===== config.mk =====
export PLATFORM = sky130hd
export DESIGN_NAME = pencil_backface_edge_visibility_unit
export DESIGN_NICKNAME = d
export VERILOG_FILES = /design/src/hw/rtl/pbev_pkg.sv /design/src/hw/rtl/pencil_backface_edge_visibility_unit.sv /design/src/hw/rtl/pbev_ram.sv /design/src/hw/rtl/pbev_sequencer.sv /design/src/hw/rtl/pbev_datapath.sv
export SDC_FILE = /design/constraint.sdc
export NUM_CORES = 2
export LEC_CHECK = 0
export ABC_AREA = 1
export BUFFER_PORTS_ARGS = -buffer_cell sky130_fd_sc_hd__buf_2
export CAP_MARGIN = 20
export CORE_MARGIN = 5
export CORE_UTILIZATION = 40
export CTS_BUF_LIST = sky130_fd_sc_hd__clkbuf_2 sky130_fd_sc_hd__clkbuf_4 sky130_fd_sc_hd__clkbuf_8
export DETAILED_ROUTE_END_ITERATION = 7
export GPL_TIMING_DRIVEN = 0
export PLACE_DENSITY = 0.52
export SKIP_LAST_GASP = 1
export SYNTH_ARGS = -nofsm -noshare
export SYNTH_HDL_FRONTEND = slang
export SYNTH_SLANG_ARGS = --single-unit

===== constraint.sdc =====
create_clock -name clock -period 15.4 [get_ports clock]
set_input_delay 3.08 -clock clock [delete_from_list [all_inputs] [get_ports clock]]
set_output_delay 3.08 -clock clock [all_outputs]
set_load 0.03 [all_outputs]

===== src/hw/rtl/pbev_pkg.sv =====
// shared types, constants and tables of the pencil back-face edge visibility unit
`default_nettype none

package pbev_pkg;

   localparam int COORD_BITS = 16;
   localparam int NUM_VERTS  = 13;
   localparam int NUM_FACES  = 13;
   localparam int EDGE_COUNT = 24;
   localparam int VIDX_BITS  = 4;
   localparam int FACE_BITS  = 4;
   localparam int UPC_BITS   = 5;
   localparam int LOOP_STEP  = 4;

   // datapath widths
   localparam int VERT_BITS = 3 * COORD_BITS;
   localparam int DIFF_BITS = COORD_BITS + 1;
   localparam int NORM_BITS = 2 * COORD_BITS + 3;
   localparam int LO_BITS   = COORD_BITS + 1;
   localparam int MUL_BITS  = COORD_BITS + 2;
   localparam int PROD_BITS = 2 * MUL_BITS;
   localparam int ACC_BITS  = 3 * COORD_BITS + 4;

   localparam logic KIND_LOAD = 1'b0;
   localparam logic KIND_VIEW = 1'b1;

   typedef struct packed {
      logic                   kind;
      logic [VIDX_BITS-1:0]   vertex_index;
      logic signed [15:0]     coord_x;
      logic signed [15:0]     coord_y;
      logic signed [15:0]     coord_z;
   } pbev_req_type;

   typedef struct packed {
      logic [NUM_FACES-1:0]   face_visible;
      logic [EDGE_COUNT-1:0]  edge_visible;
   } pbev_rsp_type;

   typedef enum logic [1:0] {VSEL_0, VSEL_1, VSEL_2} pbev_vsel_type;

   typedef enum logic [1:0] {LAT_NONE, LAT_P0, LAT_A, LAT_B} pbev_lat_type;

   typedef enum logic [3:0] {
      MUL_NONE,
      MUL_BY_AZ, MUL_AY_BZ, MUL_AX_BZ, MUL_BX_AZ, MUL_BX_AY, MUL_AX_BY,
      MUL_NX_LO, MUL_NX_HI, MUL_NY_LO, MUL_NY_HI, MUL_NZ_LO, MUL_NZ_HI
   } pbev_mul_type;

   typedef enum logic [2:0] {ACC_HOLD, ACC_LOAD, ACC_SUB, ACC_ADD, ACC_ADDSH} pbev_acc_type;

   typedef enum logic [1:0] {NST_NONE, NST_X, NST_Y, NST_Z} pbev_nst_type;

   typedef enum logic [1:0] {JMP_NEXT, JMP_LOOP, JMP_END} pbev_jump_type;

   typedef struct packed {
      logic                 rd_en;
      pbev_vsel_type        vsel;
      logic                 rd_next;
      pbev_lat_type         lat;
      pbev_mul_type         mul;
      pbev_acc_type         acc;
      pbev_nst_type         nst;
      logic                 test;
      pbev_jump_type        jump;
      logic [UPC_BITS-1:0]  target;
   } pbev_ctl_type;

   typedef struct packed {
      logic busy;
      logic done;
   } pbev_status_type;

   localparam pbev_ctl_type CTL_NOP = '{
      rd_en:   1'b0,
      vsel:    VSEL_0,
      rd_next: 1'b0,
      lat:     LAT_NONE,
      mul:     MUL_NONE,
      acc:     ACC_HOLD,
      nst:     NST_NONE,
      test:    1'b0,
      jump:    JMP_NEXT,
      target:  '0
   };

   // corners p0, p1, p2 of each face
   function automatic logic [VIDX_BITS-1:0] face_vertex(input logic [FACE_BITS-1:0] face,
                                                        input pbev_vsel_type vsel);
      logic [3*VIDX_BITS-1:0] trio;
      logic [VIDX_BITS-1:0]   v;
      case (face)
         4'd0:    trio = {4'd0,  4'd1,  4'd2};
         4'd1:    trio = {4'd0,  4'd1,  4'd6};
         4'd2:    trio = {4'd1,  4'd2,  4'd7};
         4'd3:    trio = {4'd2,  4'd3,  4'd8};
         4'd4:    trio = {4'd3,  4'd4,  4'd9};
         4'd5:    trio = {4'd4,  4'd5,  4'd10};
         4'd6:    trio = {4'd5,  4'd0,  4'd11};
         4'd7:    trio = {4'd6,  4'd7,  4'd12};
         4'd8:    trio = {4'd7,  4'd8,  4'd12};
         4'd9:    trio = {4'd8,  4'd9,  4'd12};
         4'd10:   trio = {4'd9,  4'd10, 4'd12};
         4'd11:   trio = {4'd10, 4'd11, 4'd12};
         4'd12:   trio = {4'd11, 4'd6,  4'd12};
         default: trio = '0;
      endcase
      case (vsel)
         VSEL_0:  v = trio[3*VIDX_BITS-1:2*VIDX_BITS];
         VSEL_1:  v = trio[2*VIDX_BITS-1:VIDX_BITS];
         VSEL_2:  v = trio[VIDX_BITS-1:0];
         default: v = '0;
      endcase
      return v;
   endfunction

   // edges bordering each face
   function automatic logic [EDGE_COUNT-1:0] face_edges(input logic [FACE_BITS-1:0] face);
      logic [EDGE_COUNT-1:0] e;
      case (face)
         4'd0:    e = 24'h00003F;
         4'd1:    e = 24'h0010C1;
         4'd2:    e = 24'h002182;
         4'd3:    e = 24'h004304;
         4'd4:    e = 24'h008608;
         4'd5:    e = 24'h010C10;
         4'd6:    e = 24'h020860;
         4'd7:    e = 24'h0C1000;
         4'd8:    e = 24'h182000;
         4'd9:    e = 24'h304000;
         4'd10:   e = 24'h608000;
         4'd11:   e = 24'hC10000;
         4'd12:   e = 24'h860000;
         default: e = '0;
      endcase
      return e;
   endfunction

endpackage

`default_nettype wire


===== src/hw/rtl/pencil_backface_edge_visibility_unit.sv =====
// top level of the pencil back-face edge visibility unit
// Usage:
//   req channel carries load beats (kind 0) and view beats (kind 1). A load beat
//   writes one of the 13 stored vertices in its accept cycle; an index above 12
//   is dropped. A load gives no rsp beat.
//   A view beat runs the microcode program over all 13 faces on one shared
//   multiplier: 12 products per face. The rsp beat (face mask and edge mask) is
//   registered once the program ends, and the next req beat can be taken in the
//   cycle that the rsp beat appears, so no view query is taken before the last is through.
//   req_stall stays high while a query is in flight; loads are taken every cycle
//   otherwise, also while a finished rsp beat waits.
//   If rsp_stall holds an earlier result, a finished query waits in its last
//   step until the output register frees up, so nothing is dropped.
//   Reset clears the sequencer and rsp_valid; vertex contents stay undefined
//   until loaded and every vertex a query touches must have been loaded.
`default_nettype none

module pencil_backface_edge_visibility_unit (
   input  wire logic                   clock,
   input  wire logic                   reset,
   input  wire logic                   req_valid,
   output logic                        req_stall,
   input  wire pbev_pkg::pbev_req_type req_payload,
   output logic                        rsp_valid,
   input  wire logic                   rsp_stall,
   output pbev_pkg::pbev_rsp_type      rsp_payload
);

   import pbev_pkg::*;

   logic                     req_take, start, wr_en, hold;
   logic [COORD_BITS-1:0]    cx, cy, cz;
   pbev_ctl_type             ctl;
   pbev_status_type          status;
   logic [FACE_BITS-1:0]     face;
   logic                     rd_en;
   logic [VIDX_BITS-1:0]     rd_addr;
   logic [VERT_BITS-1:0]     rd_data;
   logic [NUM_FACES-1:0]     face_mask;
   logic [EDGE_COUNT-1:0]    edge_mask;
   logic                     rsp_valid_ff, rsp_valid_in;
   pbev_rsp_type             rsp_payload_ff, rsp_payload_in;

   assign req_stall = status.busy;
   assign req_take  = req_valid && !req_stall;
   assign start     = req_take && (req_payload.kind == KIND_VIEW);
   assign wr_en     = req_take && (req_payload.kind == KIND_LOAD)
                      && (req_payload.vertex_index < VIDX_BITS'(NUM_VERTS));
   assign hold      = rsp_valid_ff && rsp_stall;

   // coordinates live in the low COORD_BITS bits of each field
   assign cx = COORD_BITS'($unsigned(req_payload.coord_x));
   assign cy = COORD_BITS'($unsigned(req_payload.coord_y));
   assign cz = COORD_BITS'($unsigned(req_payload.coord_z));

   pbev_ram #(
      .WIDTH (VERT_BITS),
      .DEPTH (NUM_VERTS)
   ) u_vertex_ram (
      .clock   (clock),
      .wr_en   (wr_en),
      .wr_addr (req_payload.vertex_index),
      .wr_data ({cx, cy, cz}),
      .rd_en   (rd_en),
      .rd_addr (rd_addr),
      .rd_data (rd_data)
   );

   pbev_sequencer u_sequencer (
      .clock   (clock),
      .reset   (reset),
      .start   (start),
      .hold    (hold),
      .ctl     (ctl),
      .face    (face),
      .rd_en   (rd_en),
      .rd_addr (rd_addr),
      .status  (status)
   );

   pbev_datapath u_datapath (
      .clock     (clock),
      .start     (start),
      .view_x    (cx),
      .view_y    (cy),
      .view_z    (cz),
      .ctl       (ctl),
      .face      (face),
      .rd_data   (rd_data),
      .face_mask (face_mask),
      .edge_mask (edge_mask)
   );

   always_comb begin
      rsp_valid_in   = hold;
      rsp_payload_in = rsp_payload_ff;
      if (status.done && !hold) begin
         rsp_valid_in                = 1'b1;
         rsp_payload_in.face_visible = face_mask;
         rsp_payload_in.edge_visible = edge_mask;
      end
   end

   always_ff @(posedge clock) begin
      if (reset) begin
         rsp_valid_ff <= 1'b0;
      end else begin
         rsp_valid_ff <= rsp_valid_in;
      end
      rsp_payload_ff <= rsp_payload_in;
   end

   assign rsp_valid   = rsp_valid_ff;
   assign rsp_payload = rsp_payload_ff;

   a_rsp_from_program: assert property (@(posedge clock) disable iff (reset)
      $rose(rsp_valid) |-> $past(status.done))
      else $error("rsp beat appeared without a finished query");

   a_query_starts: assert property (@(posedge clock) disable iff (reset)
      (req_take && req_payload.kind == KIND_VIEW) |=> status.busy)
      else $error("accepted view beat did not start the program");

   a_result_waits: assert property (@(posedge clock) disable iff (reset)
      (status.done && rsp_valid && rsp_stall) |=> status.busy)
      else $error("finished query left while the output register was full");

endmodule

`default_nettype wire


===== src/hw/rtl/pbev_ram.sv =====
// generic single-write, single-read ram with registered read data
`default_nettype none

module pbev_ram #(
   parameter int WIDTH = 48,
   parameter int DEPTH = 13
) (
   input  wire logic                      clock,
   input  wire logic                      wr_en,
   input  wire logic [$clog2(DEPTH)-1:0]  wr_addr,
   input  wire logic [WIDTH-1:0]          wr_data,
   input  wire logic                      rd_en,
   input  wire logic [$clog2(DEPTH)-1:0]  rd_addr,
   output logic      [WIDTH-1:0]          rd_data
);

   logic [WIDTH-1:0] mem_ff [DEPTH];
   logic [WIDTH-1:0] rd_data_ff;

   always_ff @(posedge clock) begin
      if (wr_en) begin
         mem_ff[wr_addr] <= wr_data;
      end
      if (rd_en) begin
         rd_data_ff <= mem_ff[rd_addr];
      end
   end

   assign rd_data = rd_data_ff;

endmodule

`default_nettype wire


===== src/hw/rtl/pbev_sequencer.sv =====
// microcode rom, step counter and face counter of the visibility unit
`default_nettype none

module pbev_sequencer (
   input  wire logic                               clock,
   input  wire logic                               reset,
   input  wire logic                               start,
   input  wire logic                               hold,
   output pbev_pkg::pbev_ctl_type                  ctl,
   output logic [pbev_pkg::FACE_BITS-1:0]          face,
   output logic                                    rd_en,
   output logic [pbev_pkg::VIDX_BITS-1:0]          rd_addr,
   output pbev_pkg::pbev_status_type               status
);

   import pbev_pkg::*;

   // one face takes steps LOOP_STEP..17; steps 13-16 prefetch the next face's corners
   function automatic pbev_ctl_type ucode(input logic [UPC_BITS-1:0] step);
      pbev_ctl_type w;
      w = CTL_NOP;
      case (step)
         5'd0: begin
            w.rd_en = 1'b1; w.vsel = VSEL_0;
         end
         5'd1: begin
            w.rd_en = 1'b1; w.vsel = VSEL_1; w.lat = LAT_P0;
         end
         5'd2: begin
            w.rd_en = 1'b1; w.vsel = VSEL_2; w.lat = LAT_A;
         end
         5'd3: begin
            w.lat = LAT_B;
         end
         5'd4: begin
            w.mul = MUL_BY_AZ;
         end
         5'd5: begin
            w.mul = MUL_AY_BZ; w.acc = ACC_LOAD;
         end
         5'd6: begin
            w.mul = MUL_AX_BZ; w.acc = ACC_SUB;
         end
         5'd7: begin
            w.mul = MUL_BX_AZ; w.acc = ACC_LOAD; w.nst = NST_X;
         end
         5'd8: begin
            w.mul = MUL_BX_AY; w.acc = ACC_SUB;
         end
         5'd9: begin
            w.mul = MUL_AX_BY; w.acc = ACC_LOAD; w.nst = NST_Y;
         end
         5'd10: begin
            w.mul = MUL_NX_LO; w.acc = ACC_SUB;
         end
         5'd11: begin
            w.mul = MUL_NX_HI; w.acc = ACC_LOAD; w.nst = NST_Z;
         end
         5'd12: begin
            w.mul = MUL_NY_LO; w.acc = ACC_ADDSH;
         end
         5'd13: begin
            w.mul = MUL_NY_HI; w.acc = ACC_ADD;
            w.rd_en = 1'b1; w.vsel = VSEL_0; w.rd_next = 1'b1;
         end
         5'd14: begin
            w.mul = MUL_NZ_LO; w.acc = ACC_ADDSH; w.lat = LAT_P0;
            w.rd_en = 1'b1; w.vsel = VSEL_1; w.rd_next = 1'b1;
         end
         5'd15: begin
            w.mul = MUL_NZ_HI; w.acc = ACC_ADD; w.lat = LAT_A;
            w.rd_en = 1'b1; w.vsel = VSEL_2; w.rd_next = 1'b1;
         end
         5'd16: begin
            w.acc = ACC_ADDSH; w.lat = LAT_B;
         end
         5'd17: begin
            w.test = 1'b1; w.jump = JMP_LOOP; w.target = UPC_BITS'(LOOP_STEP);
         end
         5'd18: begin
            w.jump = JMP_END;
         end
         default: begin
            w.jump = JMP_END;
         end
      endcase
      return w;
   endfunction

   logic [UPC_BITS-1:0]  upc_ff, upc_in;
   logic [FACE_BITS-1:0] face_ff, face_in;
   logic                 busy_ff, busy_in;
   pbev_ctl_type         word;
   logic [FACE_BITS-1:0] face_sel;

   assign word = ucode(upc_ff);

   always_comb begin
      upc_in  = upc_ff;
      face_in = face_ff;
      busy_in = busy_ff;
      if (start) begin
         busy_in = 1'b1;
         upc_in  = '0;
         face_in = '0;
      end else if (busy_ff) begin
         if (word.test) begin
            face_in = face_ff + 1'b1;
         end
         case (word.jump)
            JMP_NEXT: begin
               upc_in = upc_ff + 1'b1;
            end
            JMP_LOOP: begin
               upc_in = (face_ff == FACE_BITS'(NUM_FACES - 1)) ? upc_ff + 1'b1 : word.target;
            end
            JMP_END: begin
               if (!hold) begin
                  busy_in = 1'b0;
               end
            end
            default: begin
               upc_in = upc_ff;
            end
         endcase
      end
   end

   always_ff @(posedge clock) begin
      if (reset) begin
         upc_ff  <= '0;
         face_ff <= '0;
         busy_ff <= 1'b0;
      end else begin
         upc_ff  <= upc_in;
         face_ff <= face_in;
         busy_ff <= busy_in;
      end
   end

   assign face_sel    = word.rd_next ? face_ff + 1'b1 : face_ff;
   assign rd_addr     = face_vertex(face_sel, word.vsel);
   assign rd_en       = busy_ff && word.rd_en;
   assign ctl         = busy_ff ? word : CTL_NOP;
   assign face        = face_ff;
   assign status.busy = busy_ff;
   assign status.done = busy_ff && (word.jump == JMP_END);

   a_face_in_range: assert property (@(posedge clock) disable iff (reset)
      (busy_ff && word.test) |-> (face_ff < FACE_BITS'(NUM_FACES)))
      else $error("facing test on a face past the last one");

   a_start_from_top: assert property (@(posedge clock) disable iff (reset)
      start |=> (busy_ff && upc_ff == '0 && face_ff == '0))
      else $error("program did not restart at step zero");

endmodule

`default_nettype wire


===== src/hw/rtl/pbev_datapath.sv =====
// registers, shared multiplier and accumulator that evaluate the facing tests
`default_nettype none

module pbev_datapath (
   input  wire logic                                  clock,
   input  wire logic                                  start,
   input  wire logic [pbev_pkg::COORD_BITS-1:0]       view_x,
   input  wire logic [pbev_pkg::COORD_BITS-1:0]       view_y,
   input  wire logic [pbev_pkg::COORD_BITS-1:0]       view_z,
   input  wire pbev_pkg::pbev_ctl_type                ctl,
   input  wire logic [pbev_pkg::FACE_BITS-1:0]        face,
   input  wire logic [pbev_pkg::VERT_BITS-1:0]        rd_data,
   output logic [pbev_pkg::NUM_FACES-1:0]             face_mask,
   output logic [pbev_pkg::EDGE_COUNT-1:0]            edge_mask
);

   import pbev_pkg::*;

   localparam int C = COORD_BITS;

   logic signed [C-1:0]         cx_ff, cy_ff, cz_ff, cx_in, cy_in, cz_in;
   logic signed [C-1:0]         p0x_ff, p0y_ff, p0z_ff, p0x_in, p0y_in, p0z_in;
   logic signed [C-1:0]         rx, ry, rz;
   logic signed [DIFF_BITS-1:0] dx, dy, dz;
   logic signed [DIFF_BITS-1:0] ax_ff, ay_ff, az_ff, ax_in, ay_in, az_in;
   logic signed [DIFF_BITS-1:0] bx_ff, by_ff, bz_ff, bx_in, by_in, bz_in;
   logic signed [NORM_BITS-1:0] nx_ff, ny_ff, nz_ff, nx_in, ny_in, nz_in;
   logic signed [MUL_BITS-1:0]  op_a, op_b;
   logic signed [PROD_BITS-1:0] prod_ff, prod_in;
   logic signed [ACC_BITS-1:0]  acc_ff, acc_in, prod_ext, prod_sh;
   logic [NUM_FACES-1:0]        fmask_ff, fmask_in;
   logic [EDGE_COUNT-1:0]       emask_ff, emask_in;
   logic                        visible;

   assign rx = rd_data[VERT_BITS-1:2*C];
   assign ry = rd_data[2*C-1:C];
   assign rz = rd_data[C-1:0];

   // corner minus p0, one bit wider
   assign dx = {rx[C-1], rx} - {p0x_ff[C-1], p0x_ff};
   assign dy = {ry[C-1], ry} - {p0y_ff[C-1], p0y_ff};
   assign dz = {rz[C-1], rz} - {p0z_ff[C-1], p0z_ff};

   // normal components go through the multiplier as an unsigned low part and a signed high part
   always_comb begin
      op_a = '0;
      op_b = '0;
      case (ctl.mul)
         MUL_BY_AZ: begin
            op_a = {by_ff[DIFF_BITS-1], by_ff}; op_b = {az_ff[DIFF_BITS-1], az_ff};
         end
         MUL_AY_BZ: begin
            op_a = {ay_ff[DIFF_BITS-1], ay_ff}; op_b = {bz_ff[DIFF_BITS-1], bz_ff};
         end
         MUL_AX_BZ: begin
            op_a = {ax_ff[DIFF_BITS-1], ax_ff}; op_b = {bz_ff[DIFF_BITS-1], bz_ff};
         end
         MUL_BX_AZ: begin
            op_a = {bx_ff[DIFF_BITS-1], bx_ff}; op_b = {az_ff[DIFF_BITS-1], az_ff};
         end
         MUL_BX_AY: begin
            op_a = {bx_ff[DIFF_BITS-1], bx_ff}; op_b = {ay_ff[DIFF_BITS-1], ay_ff};
         end
         MUL_AX_BY: begin
            op_a = {ax_ff[DIFF_BITS-1], ax_ff}; op_b = {by_ff[DIFF_BITS-1], by_ff};
         end
         MUL_NX_LO: begin
            op_a = {1'b0, nx_ff[LO_BITS-1:0]}; op_b = {{2{cx_ff[C-1]}}, cx_ff};
         end
         MUL_NX_HI: begin
            op_a = nx_ff[NORM_BITS-1:LO_BITS]; op_b = {{2{cx_ff[C-1]}}, cx_ff};
         end
         MUL_NY_LO: begin
            op_a = {1'b0, ny_ff[LO_BITS-1:0]}; op_b = {{2{cy_ff[C-1]}}, cy_ff};
         end
         MUL_NY_HI: begin
            op_a = ny_ff[NORM_BITS-1:LO_BITS]; op_b = {{2{cy_ff[C-1]}}, cy_ff};
         end
         MUL_NZ_LO: begin
            op_a = {1'b0, nz_ff[LO_BITS-1:0]}; op_b = {{2{cz_ff[C-1]}}, cz_ff};
         end
         MUL_NZ_HI: begin
            op_a = nz_ff[NORM_BITS-1:LO_BITS]; op_b = {{2{cz_ff[C-1]}}, cz_ff};
         end
         default: begin
            op_a = '0; op_b = '0;
         end
      endcase
   end

   assign prod_in  = op_a * op_b;
   assign prod_ext = {{(ACC_BITS - PROD_BITS){prod_ff[PROD_BITS-1]}}, prod_ff};
   assign prod_sh  = prod_ext << LO_BITS;

   always_comb begin
      case (ctl.acc)
         ACC_LOAD:  acc_in = prod_ext;
         ACC_SUB:   acc_in = acc_ff - prod_ext;
         ACC_ADD:   acc_in = acc_ff + prod_ext;
         ACC_ADDSH: acc_in = acc_ff + prod_sh;
         default:   acc_in = acc_ff;
      endcase
   end

   // back face is seen from below zero, all others from zero up
   assign visible = (face == '0) ? acc_ff[ACC_BITS-1] : !acc_ff[ACC_BITS-1];

   always_comb begin
      cx_in  = cx_ff;  cy_in  = cy_ff;  cz_in  = cz_ff;
      p0x_in = p0x_ff; p0y_in = p0y_ff; p0z_in = p0z_ff;
      ax_in  = ax_ff;  ay_in  = ay_ff;  az_in  = az_ff;
      bx_in  = bx_ff;  by_in  = by_ff;  bz_in  = bz_ff;
      nx_in  = nx_ff;  ny_in  = ny_ff;  nz_in  = nz_ff;
      fmask_in = fmask_ff;
      emask_in = emask_ff;
      case (ctl.lat)
         LAT_P0: begin
            p0x_in = rx; p0y_in = ry; p0z_in = rz;
         end
         LAT_A: begin
            ax_in = dx; ay_in = dy; az_in = dz;
         end
         LAT_B: begin
            bx_in = dx; by_in = dy; bz_in = dz;
         end
         default: begin
            p0x_in = p0x_ff;
         end
      endcase
      case (ctl.nst)
         NST_X:   nx_in = acc_ff[NORM_BITS-1:0];
         NST_Y:   ny_in = acc_ff[NORM_BITS-1:0];
         NST_Z:   nz_in = acc_ff[NORM_BITS-1:0];
         default: nx_in = nx_ff;
      endcase
      if (ctl.test && visible) begin
         fmask_in = fmask_ff | (NUM_FACES'(1) << face);
         emask_in = emask_ff | face_edges(face);
      end
      if (start) begin
         cx_in    = view_x;
         cy_in    = view_y;
         cz_in    = view_z;
         fmask_in = '0;
         emask_in = '0;
      end
   end

   always_ff @(posedge clock) begin
      cx_ff    <= cx_in;  cy_ff  <= cy_in;  cz_ff  <= cz_in;
      p0x_ff   <= p0x_in; p0y_ff <= p0y_in; p0z_ff <= p0z_in;
      ax_ff    <= ax_in;  ay_ff  <= ay_in;  az_ff  <= az_in;
      bx_ff    <= bx_in;  by_ff  <= by_in;  bz_ff  <= bz_in;
      nx_ff    <= nx_in;  ny_ff  <= ny_in;  nz_ff  <= nz_in;
      prod_ff  <= prod_in;
      acc_ff   <= acc_in;
      fmask_ff <= fmask_in;
      emask_ff <= emask_in;
   end

   assign face_mask = fmask_ff;
   assign edge_mask = emask_ff;

endmodule

`default_nettype wire


# Word level (Yosys, flattened, before mapping)
# Memories as Yosys holds them, arrays and structs flattened. A register that Yosys moved wholly into a read port is not among the register bits.
# Cells that the tools add are included.
# word_totals
output_inout_bits	39
memories	3
register_bits	476
mem_bits_ro	576
ramBits	624
input_bits	57
wordCells	152
# classes
eq_ne	44
mul	1
shift	1
n_reduce_logical	38
mux	28
order_cmp	1
bitwise_logic	3
addsub	8
# memory_table
memory	depth	word_bits	read_ports	rd_ports_with_merged_regs	write_ports	line	text
u_vertex_ram.mem_ff	13	48	1	1	1	pbev_ram.sv:17	logic [WIDTH-1:0] mem_ff [DEPTH];
(name not given)	16	24	1	1	0	pbev_pkg.sv:120	case (face)
(name not given)	16	12	1	0	0	pbev_pkg.sv:92	case (face)
# op_table
cell	n
case mux 52 bit (4 select lines)	1
case mux 18 bit (10 select lines)	1
case mux 18 bit (7 select lines)	1
adder 52 x 36 -> 52 bit	1
adder 52 bit	1
subtractor 52 x 36 -> 52 bit	1
subtractor 16 x 16 -> 17 bit	3
case mux 4 bit (12 select lines)	1
== test 5 x 4 -> 1 bit, second input constant	8
multiplier 18 x 18 -> 36 bit	1
OR reduction 2 bit	13
== test 4 bit, second input constant	6
two-way mux 24 bit	1
OR 24 bit	1
== test 5 x 3 -> 1 bit, second input constant	4
two-way mux 19 bit	1
OR reduction 17 bit	1
== test 4 x 3 -> 1 bit, second input constant	4
OR 13 bit	1
<< shifter 1 x 4 -> 13 bit, first input constant	1
== test 2 bit, second input constant	6
two-way mux 4 bit	3
case mux 2 bit (3 select lines)	2
case mux 3 bit (4 select lines)	1
other kinds (30)	60

# Logic depth before layout (Yosys ltp)
# depth
ltp_word	8
mapped_depth	50
mapped_depth_nobuf	49

# Cells and area by module
# From an unflattened synthesis, not the netlist that was laid out.
# unflattened
cells_unflattened	7545
hier_area_um2	69160.1
# by_module_without_submodules
module	area_per_inst_um2	instances	cells_per_inst	seq_area_each_um2
pbev_datapath	38748.4	1	4782	12121.6
pbev_ram	27692.8	1	2453	20179.4
pbev_sequencer	1527.7	1	258	200.2
pencil_backface_edge_visibility_unit	1191.1	1	52	1131.1

# Worst setup path after synthesis
# Ideal clock, no wire load.
# synth_path
path_type	in2reg
startpoint	input port req_valid
endpoint	memory u_vertex_ram.mem_ff[12][0] (enable)
arrival_time_ps	7949
path_slack_ps	6878
required_ps	14827
cell_stages	4
n_path_buf	0
setup_time_ps	573
path_cell_list	nand2_1 -> nor2_1 -> inv_1 -> nor4_1
# synth_between
elab_chain_len	5
# synth_lines
element	line	text
start: declaration	pencil_backface_edge_visibility_unit.sv:21	input wire logic req_valid,
logical AND 1 bit	pencil_backface_edge_visibility_unit.sv:45	assign req_take = req_valid && !req_stall;
logical AND 1 bit	pencil_backface_edge_visibility_unit.sv:47	assign wr_en = req_take && (req_payload.kind == KIND_LOAD)
logical AND 1 bit	pencil_backface_edge_visibility_unit.sv:48	&& (req_payload.vertex_index < VIDX_BITS'(NUM_VERTS));
two-way mux 1 bit	pbev_ram.sv:21	if (wr_en) begin
two-way mux 1 bit (not written as such)	pbev_ram.sv:22	mem_ff[wr_addr] <= wr_data;
end: declaration	pbev_ram.sv:17	
# No other way between the ends.

# Worst setup path in the final report
# layout_path
startpoint	register u_sequencer.upc_ff[0]
endpoint	register u_datapath.prod_ff[29]
# layout_between
elab_chain_len	7
word_cells_on_any_way	36
cone_classes	1 x mul; 24 x eq/ne; 4 x mux; 7 x reduce/logical
# layout_lines
element	line	text
start: declaration	pbev_sequencer.sv:90	logic [UPC_BITS-1:0] upc_ff, upc_in;
start signal: assignment	pbev_sequencer.sv:135	upc_ff <= upc_in;
== test 5 x 4 -> 1 bit or == test 5 x 3 -> 1 bit (tied branches)	pbev_sequencer.sv:22	case (step)
case mux 4 bit (12 select lines) (*)	pbev_sequencer.sv:22	
two-way mux 19 bit (*)	pbev_sequencer.sv:144	assign ctl = busy_ff ? word : CTL_NOP;
== test 4 x 2 -> 1 bit, or another cell as far along	pbev_datapath.sv:48	case (ctl.mul)
OR reduction 2 bit (no source line)	--	
case mux 18 bit (10 select lines) or case mux 18 bit (7 select lines) (tied branches)	pbev_datapath.sv:48	
multiplier 18 x 18 -> 36 bit (*)	pbev_datapath.sv:91	assign prod_in = op_a * op_b;
net u_datapath.prod_in[29]	pbev_datapath.sv:29	logic signed [PROD_BITS-1:0] prod_ff, prod_in;
end signal: assignment	pbev_datapath.sv:155	prod_ff <= prod_in;
end: declaration	pbev_datapath.sv:29	
# The timed path passes the listed nets; every way through them passes the cells marked *.
# A chain may end at the register's enable or synchronous reset.

==> metrics.json <==
{
  "outcome": "complete, no violations",
  "antenna_found_initial": 14,
  "drv_slew": 0,
  "cts_hold_repair.buffers": 0,
  "p_leak_nw": 34.6,
  "critPathKind": "reg -> reg",
  "ioPinCount": 96,
  "clock_tree.buffer_depth": 3,
  "fin_worst_skew_ps": 98.8,
  "yosys_register_bits": 1172,
  "cts_inserted_buffers": 201,
  "wire_length_of_the_first_global_routing_pass_mm": 323,
  "hold_path_end": "rsp_payload[21]",
  "synthAdderAreaFrac": 0.143,
  "die-height_um": 423,
  "regToRegSetupSlack_ps": 5840,
  "cts_root_buffer": "sky130_fd_sc_hd__clkbuf_8",
  "routed-via-count": 50800,
  "detailedRoute.firstPassIterationCount": 6,
  "fin_cells": 9832,
  "antenna_violating_nets_post_route": 0,
  "worst_path_largest_cell_delay_ps": 690,
  "synth-warning-count": 0,
  "globalRouteOverflowTotal": 0,
  "timing.slew.headroom": 0.242,
  "cts_post_setup_buffers_inserted": 0,
  "dieWidth_um": 423,
  "tightestPinTransition_ps": 1140,
  "critPathRequiredTime_ps": 16210,
  "postSynthAreaPerCell_um2": 9.64,
  "finalHoldViolations": 0,
  "critPathMaxFanout": 10,
  "post_synth_edffs": 1064,
  "crit_arrival_ps": 10370,
  "setup_viol_count_final": 0,
  "place.port_buffers": 95,
  "ys.flop_type": "sky130_fd_sc_hd__edfxtp_1",
  "remaining_drc_errors": 0,
  "area_delta_synth_final_pct": 12.3,
  "cts_repair_resize_count": 0,
  "critical_path.reg2reg.endpoint": "u_datapath.prod_ff[29]",
  "vias_per_cell": 5.17,
  "cts.sinks": 1172,
  "cts_tree": "yes",
  "cpMostUsedCell": "sky130_fd_sc_hd__fa_1",
  "cts.clk_slew.worst_paths_ps": 70,
  "synth.area.mux_share": 0,
  "synth_async_sr_flop_share": 0,
  "rows": 151,
  "total_power_per_unit_cell_area_mw_per_mm2": 89.3,
  "level_count_of_the_clock_h_tree": 4,
  "final_common_cell": "sky130_fd_sc_hd__inv_1",
  "track_usage": 0.241,
  "maximum_number_of_pins_on_one_net_before_global_route_repair": 49,
  "layout-drive-gt1-share": 0.101,
  "power.ir.vdd_worst_uv": 81.9,
  "fin_nets": 8082,
  "detail_route.wl_per_cell_um": 22.2,
  "largest_family_of_logic_cells_by_synthesized_area": "simple AND/OR/NAND/NOR gates",
  "dp.final_hpwl_mm": 169,
  "synth_cells": 7091,
  "clk_lat_worst_skew_ps": 980,
  "core_area_mm2": 0.170,
  "yosys.area_share.simple": 0.178,
  "detailedRoute.firstIterationViolations": 4054,
  "synth-seq-area-share": 0.499,
  "synth_fp_nets": 7727,
  "start_util": 0.403,
  "worstHoldPathCells": 0,
  "worstHoldPathType": "reg -> reg",
  "timing.setup.tns_ps": 0,
  "numPlacedInstances": 9461,
  "first_global_vias": 50500,
  "finalWorstPathRequiredPeriod_ps": 9560,
  "max_freq_ghz": 0.105,
  "critical_path.endpoint_type": "flip-flop",
  "startpoint_type": "flip-flop",
  "reg2reg_from": "u_sequencer.upc_ff[0]",
  "timing.hold.worst.start": "u_datapath.edge_mask[21]",
  "rsz_0062_raised_after_global_routing": "no",
  "post_synth_xor_area_fraction": 0.0173,
  "cpMaxStageDelayCell": "sky130_fd_sc_hd__nand4_2",
  "synth.lib_cells_used.distinct": 63,
  "fin_crit_sh": 0.621,
  "synthesis.area_mm2": 0.0683,
  "detail_route.wirelength_mm": 219,
  "synth_compound_gate_area_share": 0.0645,
  "design.die.area_mm2": 0.179,
  "reg2regPathDepth": 36,
  "cap_violations": 0,
  "layout.cells.most_common_list": "1423 x sky130_fd_sc_hd__inv_1, 1394 x sky130_fd_sc_hd__nand2_1, 1064 x sky130_fd_sc_hd__edfxtp_1",
  "gp_congestion": 0.940
}
==> how the worst max path moves through the flow <==
stage / end / start / cells after the start
after floorplan: u_vertex_ram.mem_ff[12][0] / req_valid / 4
after global placement: u_vertex_ram.mem_ff[12][21] / req_valid / 5
after detailed placement: u_datapath.prod_ff[29] / u_sequencer.upc_ff[0] / 40
after CTS: u_datapath.prod_ff[29] / u_sequencer.upc_ff[0] / 40
after global routing: u_datapath.prod_ff[29] / u_sequencer.upc_ff[0] / 41
final: u_datapath.prod_ff[29] / u_sequencer.upc_ff[0] / 36
==> through the flow <==
| stage | total power [mW] | setup slack [ps] | hold slack (ps) | util | cell area (µm²) |
|---|---|---|---|---|---|
| after CTS | 6.92 | 5860 | 406 | 0.452 | 76700 |
| after global routing | 7.12 | 5330 | 427 | 0.452 | 76700 |
| after global placement | 4.03 | 1850 | 417 | 0.422 | 71600 |
| final | 6.85 | 5840 | 411 | 0.452 | 76700 |
| after detailed placement | 4.04 | 5880 | 415 | 0.428 | 72600 |
| after floorplan | 3.85 | 6880 | 408 | - | 68300 |
==> logic make-up after synthesis <==
kind of cell,Yosys count
and+or+nand+nor,2742
buffers and inverters,1702
DFF,1172
AOI/OAI and AO/OA,761
adders and majority gates,579
xor gates and xnor gates,135
==> layer usage <==
layer	vias to the layer above	global-route usage	part of all wire
li1	24000	-	-
met1	24800	0.310	0.42
met2	1648	0.418	0.49
met3	385	0.0355	0.058
met4	2	0.0786	0.035
met5	-	0	0.000050
==> power by group <==
group | internal, mW | total, mW | switching, mW | leakage, nW
Combinational | 0.117 | 0.437 | 0.321 | 22.0
Sequential | 3.52 | 3.54 | 0.0189 | 10.5
Clock | 1.53 | 2.88 | 1.35 | 2.16
Total | 5.16 | 6.85 | 1.69 | 34.6
==> cell type report <==
| type | instances | area (µm²) |
|---|---|---|
| Clock inverter | 77 | 673 |
| Sequential cell | 1172 | 34100 |
| Multi-Input combinational cell | 4217 | 27700 |
| Fill cell | 16400 | 92900 |
| Inverter | 1457 | 5470 |
| Antenna cell | 11 | 27.5 |
| Clock buffer | 283 | 3420 |
| Tap cell | 2218 | 2780 |
| Buffer | 245 | 1200 |
| Timing Repair Buffer | 152 | 1360 |
==> cell usage after synthesis, drive strengths merged, types with 41 or more instances <==
master / number / area (µm²)
a21oi: 293 / 1490
buf: 150 / 841
clkbuf: 95 / 357
dfxtp: 108 / 2160
edfxtp: 1064 / 32000
fa: 335 / 6710
ha: 244 / 3050
inv: 1456 / 5470
nand2: 1418 / 5430
nand3: 544 / 2800
nand4: 236 / 1550
nor2: 446 / 1790
nor3: 41 / 216
o211ai: 64 / 480
o21ai: 239 / 1200
xnor2: 43 / 377
xor2: 92 / 806
==> registers in the layout, indices dropped and copies added (netlist names), 13 cells and up, named ones only <==
name and flops:
u_vertex_ram.mem_ff 624, u_datapath.acc_ff 52, u_vertex_ram.rd_data 48, rsp_payload 37
u_datapath.prod_ff 36, u_datapath.nx_ff 35, u_datapath.ny_ff 35, u_datapath.nz_ff 35
u_datapath.edge_mask 24, u_datapath.ax_ff 17, u_datapath.ay_ff 17, u_datapath.az_ff 17
u_datapath.bx_ff 17, u_datapath.by_ff 17, u_datapath.bz_ff 17, u_datapath.cx_ff 16
u_datapath.cy_ff 16, u_datapath.cz_ff 16, u_datapath.p0x_ff 16, u_datapath.p0y_ff 16
u_datapath.p0z_ff 16, u_datapath.face_mask 13
==> critical path: cells and delay by family (launching register included) <==
kind | cells | cell delay, ps
adder cells (fa/ha/maj) | 9 | 3810
AO/OA/AOI/OAI | 5 | 1800
flip-flops | 1 | 360
buffers and inverters | 8 | 1130
AND/OR/NAND/NOR | 13 | 2120
XOR/XNOR | 1 | 190
Power figures use the tool's default switching activity.
